### config.mk
export PLATFORM = sky130hd
export DESIGN_NAME = mme_ram
export DESIGN_NICKNAME = d
export VERILOG_FILES = /design/src/design/mme_pkg.sv /design/src/design/mme_ram.sv
export SDC_FILE = /design/constraint.sdc
export NUM_CORES = 2
export LEC_CHECK = 0
export ABC_AREA = 0
export BUFFER_PORTS_ARGS = -buffer_cell sky130_fd_sc_hd__buf_2
export CAP_MARGIN = 40
export CORE_ASPECT_RATIO = 1.4
export CORE_MARGIN = 2
export CORE_UTILIZATION = 55
export CTS_BUF_LIST = sky130_fd_sc_hd__clkbuf_2
export CTS_CLUSTER_DIAMETER = 120
export DETAILED_ROUTE_END_ITERATION = 7
export PLACE_DENSITY = 0.71
export RECOVER_POWER = 25
export SLEW_MARGIN = 20
export SYNTH_ARGS = -nofsm -noshare
export SYNTH_HDL_FRONTEND = slang
export SYNTH_SLANG_ARGS = --single-unit
### constraint.sdc
create_clock -name clk -period 4.3 [get_ports clk]
set_input_delay 0 -clock clk [delete_from_list [all_inputs] [get_ports clk]]
set_output_delay 0 -clock clk [all_outputs]
set_load 0.1 [all_outputs]
### src/design/mme_pkg.sv
// Shared types and constants of the matrix multiply engine.
// No dependencies; every other design file imports this package.
`default_nettype none

package mme_pkg;

	localparam int MaxRows  = 8;
	localparam int MaxInner = 16;
	localparam int MaxCols  = 8;
	localparam int StoreDepth = 128;
	localparam int AddrW    = $clog2(StoreDepth);
	localparam int ElemW    = 16;
	localparam int ProdW    = 2 * ElemW;
	localparam int AccW     = 36;

	typedef logic [1:0] cfg_idx_t;
	localparam cfg_idx_t CFG_ROWS  = 2'd0;
	localparam cfg_idx_t CFG_INNER = 2'd1;
	localparam cfg_idx_t CFG_COLS  = 2'd2;

	localparam logic MODE_A = 1'b0;
	localparam logic MODE_B = 1'b1;

	localparam logic [3:0] ROWS_RESET  = 4'd5;
	localparam logic [4:0] INNER_RESET = 5'd8;
	localparam logic [3:0] COLS_RESET  = 4'd3;

	// one issued product of the running dot product
	typedef struct packed {
		logic valid;
		logic first;
		logic last;
	} mac_ctl_t;

	typedef struct packed {
		logic done;
	} mac_stat_t;

	// zero counts as one, anything above the maximum as the maximum
	function automatic logic [3:0] clamp4(input logic [3:0] v, input logic [3:0] maxv);
		logic [3:0] r;
		r = v;
		if (v == 4'd0) r = 4'd1;
		else if (v > maxv) r = maxv;
		return r;
	endfunction

	function automatic logic [4:0] clamp5(input logic [4:0] v, input logic [4:0] maxv);
		logic [4:0] r;
		r = v;
		if (v == 5'd0) r = 5'd1;
		else if (v > maxv) r = maxv;
		return r;
	endfunction

endpackage

`default_nettype wire

### src/design/mme_ram.sv
// Element store: 128 x 16 single-port-write, single-read memory, read data registered.
// Depends on mme_pkg for depth and widths.
`default_nettype none

module mme_ram (
	input  wire logic                       clk,
	input  wire logic                       wr_en,
	input  wire logic [mme_pkg::AddrW-1:0]  wr_addr,
	input  wire logic signed [mme_pkg::ElemW-1:0] wr_data,
	input  wire logic [mme_pkg::AddrW-1:0]  rd_addr,
	output logic signed [mme_pkg::ElemW-1:0] rd_data
);
	import mme_pkg::*;

	logic signed [ElemW-1:0] mem_q [StoreDepth];

	always_ff @(posedge clk) begin
		if (wr_en) begin
			mem_q[wr_addr] <= wr_data;
		end
		rd_data <= mem_q[rd_addr];
	end

endmodule

`default_nettype wire

==> impl_metrics.tcl <==
set metrics [dict create \
    slew_headroom_pct -176 \
    pin_count 48 \
    arrival_ns 6.05 \
    wirelength_um 195000 \
    initial_utilization_pct 55.2 \
    drt_iter0_markers 4807 \
    fmax_mhz 230 \
    clk_path_buf_depth 4 \
    top_usage_layer "met2" \
    chipWidth_um 323 \
    p_leak_nw 28.1 \
    mostFrequentLayoutCell "edfxtp_1" \
    power_density_nw_per_um2 411 \
    start_kind "input port" \
    dieArea_um2 146000 \
    ys_seq_area_share_pct 78.7 \
    reg2reg_slack_ns 0.25 \
    path_class "input port to flop" \
    grt_pass1_wl_um 278000 \
    holdWs_ns 0.226 \
    wl_per_cell_um 32.2 \
    most-common-layout-cells "edfxtp_1, mux4_2, clkbuf_2" \
    status "finished with violations" \
    rsz0062_at_grt "false" \
    crit_required_ns 5.99 \
    drc_errors 0 \
    clkTransAtPathRegs_ns 0.11 \
    grt_use_met2_pct 46.9 \
    rows 164 \
    antenna_left 0 \
    grt_start_max_net_pins 90 \
    grtUsageMet1_pct 32.6 \
    die_y_um 451 \
    clock_sinks 2064 \
    vias 37675 \
    hold_depth 5 \
    violations "capacitance limit, slew limit, setup timing" \
    grt.total_usage_pct 27.4 \
    fillers 9652 \
    ys_ff_latch 2064 \
    core_area_um2 142000 \
    clk-insertion-delay-late_ns 1.89 \
    antenna_found_initial 18 \
    cts_max_level 5 \
    gr-usage-met3_pct 6.03 \
    hold_end "mem_q[87][13]$_DFFE_PP_" \
    min-delay-start "wr_addr[2]" \
    skew_ns 0.240 \
    drive_gt1_share_pct 39.8 \
    cts_buffers 456 \
    hold_violations 0 \
    cts_root_buf "clkbuf_2" \
    hpwl_um 120000 \
    avgSynthCellArea_um2 25.4 \
    fin_nets 3835 \
    finalSetupViolCount 1 \
    drv_cap 18 \
    ys_types 17 \
    postCtsSetupBuffers 0 \
    fin_setup_tns_ns -0.0551 \
    ff2ff_path_depth 7 \
    syn_area_um2 78500 \
    area.growth.synth_to_final_pct 12.0 \
    syn-num-nets 3118 \
    dr.pass1.iters 5 \
    irDropWorstVdd_uv 258 \
    gp_congestion 0.852 \
    slew_viol_final 1116 \
    crit_fanout 33 \
    r2r_start "mem_q[102][4]$_DFFE_PP_" \
    viasPerCell 6.22 \
    multi_input_area_um2 16100 \
    overflow 0 \
    period_needed_ns 4.36 \
    grt_pass1_vias 39663 \
    place.port_buffers 47 \
    worst_pin_slew_ns 4.15 \
    fin_ws_ns -0.0551 \
    yosys_warnings 0 \
    seqCellArea_um2 61800 \
    synthCells 3086 \
    rr_endpoint "rd_data[4]$_DFF_P_" \
    min_path_type "input port to flop" \
    cts_tree "yes" \
    timing.final.crit_share_pct 101 \
    cp-end-kind "flop" \
]
==> cell type report <==
cell class                 instances  share of cell area (%)
sequential                      2064                    70.3
multi-input combinational        858                    18.3
timing repair buffer             423                    4.28
tap                             1909                    2.72
clock inverter                   149                   0.769
clock buffer                     647                    3.68
antenna                           10                  0.0284
==> worst max path at each step <==
| stage | start | end | slack [ns] |
|---|---|---|---|
| 4_1_cts | rd_addr[2] | rd_data[4]$_DFF_P_ | 0.20 |
| 6_report | rd_addr[2] | rd_data[4]$_DFF_P_ | -0.06 |
| 3_5_place_dp | rd_addr[0] | rd_data[15]$_DFF_P_ | 1.06 |
| 3_3_place_gp | rd_addr[0] | rd_data[15]$_DFF_P_ | 1.09 |
| 2_1_floorplan | rd_addr[0] | rd_data[0]$_DFF_P_ | 1.80 |
| 5_1_grt | rd_addr[2] | rd_data[4]$_DFF_P_ | 0.04 |
==> synth_stat cells <==
cell      instances  area [um2]
dfxtp_1          16         320
buf_6             1        11.3
buf_1            28         105
nand2b_1          2        12.5
nand4_1           3        18.8
clkbuf_1         82         308
nand2_1          14        52.6
nor2_1          122         458
nor3_1            9        45.0
mux4_2          672       15100
or3_1             1        6.26
buf_2            52         260
nand3_1          12        60.1
nor2b_1           7        43.8
mux2_2           16         180
buf_4             1        7.51
edfxtp_1       2048       61500
==> sequential cells by signal (all words and copies together), names as in the netlist <==
| name | cells |
|---|---|
| rd_data | 16 |
| mem_q | 2048 |
==> through the flow <==
stage               power [W]  cell area (um2)  utilization, %  setup WS [ns]  std cells
detailed placement     0.0250            82800            58.2           1.06       5115
CTS                    0.0365            88400            62.1          0.196       6048
global route           0.0375            88000            61.9         0.0355       6057
global placement       0.0249            82600            58.1           1.09       5106
finish                 0.0362            88000            61.9        -0.0551       6060
floorplan              0.0240            78500               -           1.80       3086
==> kinds of logic after synthesis <==
group / synth area share (%)
simple gates: 0.888
flops: 78.7
mux: 19.5
buf+inv: 0.881
==> worst max-delay path, stage by stage <==
cell           delay [ns]
dlygate4sd3_1        0.52
dlygate4sd3_1        0.58
buf_8                0.35
dlygate4sd3_1        1.10
mux4_2               0.41
dlygate4sd3_1        0.57
mux4_2               0.51
dlygate4sd3_1        0.66
mux4_2               0.47
dlygate4sd3_1        0.57
mux2_2               0.27
==> where the power goes <==
| group | internal (W) | switching [W] |
|---|---|---|
| clock | 0.00422 | 0.00723 |
| sequential | 0.0222 | 0.0000785 |
| combinational | 0.000945 | 0.00147 |
| total | 0.0274 | 0.00878 |
==> timing repair <==
| action | CTS | global route |
|---|---|---|
| hold buffers | 137 | 0 |
| resized for setup | 0 | 0 |
| endpoints found under the hold margin | 4112 | 0 |
==> routing by layer <==
layer	wire length [um]	vias up
met2	102000	2094
li1	-	15206
met5	40	-
met3	17000	424
met1	64500	19945
met4	11000	6
Note: power is estimated with default switching activity, not from simulation.
