--- src/design/mme_pkg.sv ---
// Shared types and constants of the matrix multiply engine.
// No dependencies; every other design file imports this package.
`default_nettype none

package mme_pkg;

	localparam int MaxRows  = 8;
	localparam int MaxInner = 16;
	localparam int MaxCols  = 8;
	localparam int StoreDepth = 128;
	localparam int AddrW    = $clog2(StoreDepth);
	localparam int ElemW    = 16;
	localparam int ProdW    = 2 * ElemW;
	localparam int AccW     = 36;

	typedef logic [1:0] cfg_idx_t;
	localparam cfg_idx_t CFG_ROWS  = 2'd0;
	localparam cfg_idx_t CFG_INNER = 2'd1;
	localparam cfg_idx_t CFG_COLS  = 2'd2;

	localparam logic MODE_A = 1'b0;
	localparam logic MODE_B = 1'b1;

	localparam logic [3:0] ROWS_RESET  = 4'd5;
	localparam logic [4:0] INNER_RESET = 5'd8;
	localparam logic [3:0] COLS_RESET  = 4'd3;

	// one issued product of the running dot product
	typedef struct packed {
		logic valid;
		logic first;
		logic last;
	} mac_ctl_t;

	typedef struct packed {
		logic done;
	} mac_stat_t;

	// zero counts as one, anything above the maximum as the maximum
	function automatic logic [3:0] clamp4(input logic [3:0] v, input logic [3:0] maxv);
		logic [3:0] r;
		r = v;
		if (v == 4'd0) r = 4'd1;
		else if (v > maxv) r = maxv;
		return r;
	endfunction

	function automatic logic [4:0] clamp5(input logic [4:0] v, input logic [4:0] maxv);
		logic [4:0] r;
		r = v;
		if (v == 5'd0) r = 5'd1;
		else if (v > maxv) r = maxv;
		return r;
	endfunction

endpackage

`default_nettype wire

--- src/design/mme_mac.sv ---
// Shared multiply-accumulate unit: register, multiply, accumulate over one dot product.
// Depends on mme_pkg; operands come from the two mme_ram read ports.
`default_nettype none

module mme_mac (
	input  wire logic                              clk,
	input  wire logic                              arst_n,
	input  wire mme_pkg::mac_ctl_t                 ctl,
	input  wire logic signed [mme_pkg::ElemW-1:0]  a_data,
	input  wire logic signed [mme_pkg::ElemW-1:0]  b_data,
	output logic signed [mme_pkg::AccW-1:0]        acc,
	output mme_pkg::mac_stat_t                     stat
);
	import mme_pkg::*;

	mac_ctl_t               ctl_s1;
	mac_ctl_t               ctl_s2;
	logic signed [ProdW-1:0] prod_s2;
	logic signed [AccW-1:0] acc_q;
	logic                   done_q;
	logic signed [AccW-1:0] prod_ext;

	assign prod_ext = {{(AccW-ProdW){prod_s2[ProdW-1]}}, prod_s2};

	// ctl_s1 lines up with the registered RAM read data
	always_ff @(posedge clk or negedge arst_n) begin
		if (!arst_n) begin
			ctl_s1 <= '0;
			ctl_s2 <= '0;
			done_q <= 1'b0;
		end else begin
			ctl_s1 <= ctl;
			ctl_s2 <= ctl_s1;
			done_q <= ctl_s2.valid & ctl_s2.last;
		end
	end

	always_ff @(posedge clk) begin
		prod_s2 <= a_data * b_data;
		if (ctl_s2.valid) begin
			acc_q <= ctl_s2.first ? prod_ext : acc_q + prod_ext;
		end
	end

	assign acc       = acc_q;
	assign stat.done = done_q;

endmodule

`default_nettype wire

--- config.mk ---
export PLATFORM = sky130hd
export DESIGN_NAME = mme_mac
export DESIGN_NICKNAME = d
export VERILOG_FILES = /design/src/design/mme_pkg.sv /design/src/design/mme_mac.sv
export SDC_FILE = /design/constraint.sdc
export NUM_CORES = 1
export LEC_CHECK = 0
export ABC_AREA = 1
export BUFFER_PORTS_ARGS = -buffer_cell sky130_fd_sc_hd__buf_2
export CAP_MARGIN = 20
export CORE_MARGIN = 3
export CORE_UTILIZATION = 45
export CTS_CLUSTER_SIZE = 10
export DETAILED_ROUTE_END_ITERATION = 16
export HOLD_SLACK_MARGIN = 0.05
export SLEW_MARGIN = 20
export SYNTH_ARGS = -nofsm -noshare
export SYNTH_HDL_FRONTEND = slang
export SYNTH_SLANG_ARGS = --single-unit
--- constraint.sdc ---
create_clock -name clk -period 2.6 [get_ports clk]
set_input_delay 0 -clock clk [delete_from_list [all_inputs] [get_ports clk]]
set_output_delay 0 -clock clk [all_outputs]
set_load 0.005 [all_outputs]
==> impl_metrics.py <==
metrics = {
    "run_status": {
        "outcome": "finished with violations",
        "violations": "negative setup slack",
    },
    "critical_path": {
        "cp_slowest_stage_delay_ps": 670,
        "cpMaxStageDelayCell": "fa_2",
        "worst_setup_path_end_kind": "flop",
        "crit_path_cell_trace": "buf_12, nand2_4, inv_4, fa_2, buf_6, fa_2, buf_12, buf_6, fa_2, inv_2, fa_2, inv_2, fa_1, fa_1, ha_4, nand2_4, nor2_4, nand2_2, or2_1, nand3_2, inv_2, nand2_2, nand2_1",
        "crit_arrival_ps": 4930,
        "path_class": "input port to flop",
        "crit_path_start_kind": "input port",
        "crit_fanout": 6,
        "critical_path_required_ps": 2840,
        "crit_top_cell": "fa_2",
    },
    "logic_synthesis": {
        "synth_area_per_cell_um2": 7.462,
        "post-synth-top-area-fraction_pct": 33.86,
        "syn-num-nets": 2501,
        "synthArstFlopShare_pct": 9.333,
        "synth_commonest_cells": "590 x nand2_1, 550 x inv_1, 263 x fa_1",
        "ys_seq_elements": 75,
        "ys_top_cells_by_area": "fa_1 34%, nand2_1 14%, inv_1 13%",
        "ys_warn_count": 0,
        "syn-cell-area_mm2": 0.01555,
        "yosysMostFrequentCell": "nand2_1",
        "synth-edff-count": 36,
        "synth_top_area_cell": "fa_1",
        "netlist_instances": 2084,
        "synth-main-ff-cell": "edfxtp_1",
        "synth.distinct_cells": 41,
        "synth_seq_area_share_pct": 12.20,
    },
    "global_routing": {
        "grt_pass1_wl_um": 72040,
        "gr-total-overflow": 0,
        "grt_max_degree": 42,
        "grt_pass1_vias": 14060,
        "grt.total_usage_pct": 24.99,
        "antenna_found_initial": 0,
    },
    "die": {
        "core_area_mm2": 0.03378,
        "die-area_mm2": 0.03683,
        "initial_core_util_pct": 46.03,
        "die_x_um": 191.9,
        "dieHeight_um": 191.9,
        "row_count": 67,
        "ioPinCount": 74,
    },
    "clock_tree": {
        "root_buffer": "clkbuf_16",
        "clock_sinks": 75,
        "cts_tree": "yes",
        "path_clk_slew_ps": 60,
        "htreeDepth": 3,
        "cts_made_buffers": 9,
        "clock_path_buffers": 2,
        "clock_latency_ps": 350,
    },
    "timing": {
        "setup_viol": 27,
        "report.final.slew_viol_count": 0,
        "clock_skew_ps": 9.223,
        "layout_setup_ws_ps": -2087,
        "hold_viol_final": 0,
        "rsz0062_at_grt": "true",
        "finalCriticalPeriod_ps": 4687,
        "timing.final.crit_share_pct": 180.3,
        "worst_pin_slew_ps": 704.1,
        "fmax_mhz": 213.4,
        "relSlewSlack_pct": 52.77,
    },
    "detailed_routing": {
        "wl_per_cell_um": 15.95,
        "antenna_left": 0,
        "route.detailed.vias_per_inst": 4.897,
        "drtIter0Drc": 859,
        "routed_wl_um": 44320,
        "drtPass1Iterations": 7,
        "drc": 0,
        "routed-via-count": 13610,
    },
    "final_layout": {
        "final_cells": 2778,
        "area_delta_synth_final_pct": 29.48,
        "nets": 2741,
        "drive_gt1_share_pct": 26.71,
    },
    "placed_design": {
        "portBuffers": 73,
        "place_inst": 2714,
        "dp_hpwl_um": 37410,
        "gp_congestion": 0.9831,
    },
    "worst_hold_path": {
        "worstHoldPathType": "input port to flop",
    },
    "run": {
        "cap_violations": 0,
    },
}
==> registers in the layout, summed over array words and instances (netlist names) <==
signal and flops:
acc 36, prod_s2 32, ctl_s1 3, ctl_s2 3, stat 1
==> per-layer routing <==
layer | up-vias | GRT usage, % | share of wire (%) | wire length, µm
li1 | 6578 | - | - | -
met1 | 6691 | 36.08 | 47 | 20990
met2 | 292 | 40.90 | 46 | 20430
met3 | 44 | 3.596 | 5.3 | 2354
met4 | 0 | 3.782 | 1.2 | 548
met5 | - | 0 | 0 | 0
==> worst paths after layout <==
| check | end | from | slack [ps] | cells after the start |
|---|---|---|---|---|
| worst max-delay path | prod_s2[31] | b_data[2] | -2090 | 23 |
| worst min-delay path | prod_s2[0] | b_data[0] | 140 | 4 |
| worst max register to register | acc[32] | acc[10] | 160 | 11 |
| worst min register to register | ctl_s2[0] | ctl_s1[0] | 350 | 0 |
| max in group asynchronous | stat | arst_n | 1780 | 3 |
| min in group asynchronous | ctl_s1[1] | arst_n | 600 | 3 |
==> layout by cell type, fill, tap and decap left out, types with 10 or more instances in the layout <==
master,instances
o21ai_0,16
buf_4,163
nand2_2,49
a21oi_2,21
nand3_2,12
xor2_1,19
inv_2,61
xnor2_1,11
buf_2,49
clkbuf_16,13
o21ai_1,15
dfxtp_1,32
fa_2,21
nand2_4,20
buf_12,18
nor2_4,21
nor2_2,18
ha_4,33
nor2_1,69
inv_1,490
nand3_1,60
edfxtp_1,36
fa_1,242
a21oi_4,10
o21bai_1,10
nand2_1,536
nand4_1,18
buf_6,48
ha_1,81
a21oi_1,37
==> cell type report <==
| class | instances | area [µm²] |
|---|---|---|
| Antenna cell | 1 | 2.502 |
| Clock buffer | 10 | 250.2 |
| Tap cell | 448 | 560.5 |
| Inverter | 556 | 2097 |
| Timing Repair Buffer | 292 | 2615 |
| Clock inverter | 6 | 43.79 |
| Sequential cell | 75 | 1897 |
| Fill cell | 3143 | 13650 |
| Multi-Input combinational cell | 1390 | 12670 |
==> cells by family (layout without fill, tap and decap cells) <==
family | Yosys count | count (layout) | synth area share [%]
buffers and inverters | 619 | 864 | 14.95
AOI/OAI and AO/OA | 128 | 128 | 4.691
and+or+nand+nor | 843 | 843 | 22.70
other | 0 | 1 | 0
adders and majority gates | 380 | 380 | 43.27
DFF | 75 | 75 | 12.20
xor gates and xnor gates | 39 | 39 | 2.196
==> critical path, delay by kind of cell <==
family,cells,cell delay (ps)
fa+ha+maj,7,3530
buf+inv,8,650
simple gates,8,710
==> per-stage QoR <==
stage               util (%)  TNS (ps)  hold slack [ps]  cell area (µm²)  setup WS (ps)
floorplan                  -    -44490           -295.6            16470          -2102
global placement       53.81    -58700           -168.6            18180          -2811
detailed placement     53.81    -58930           -165.9            18180          -2757
CTS                    57.32    -45180            125.9            19360          -2119
global route           59.59    -48690            157.7            20130          -2237
finish                 59.60    -44830            137.6            20140          -2087
==> repair_timing <==
action / in CTS / in global routing
pin swaps: 92 / 124
setup buffers: 19 / 18
cloned: 2 / 3
setup endpoints to repair: 27 / 35
endpoints found under the hold margin: 10 / 0
hold buffers: 5 / 0
gates resized for setup: 177 / 161
Power is not shown: default switching activity piles up to over one toggle a cycle in this logic, so the estimate is an artifact.
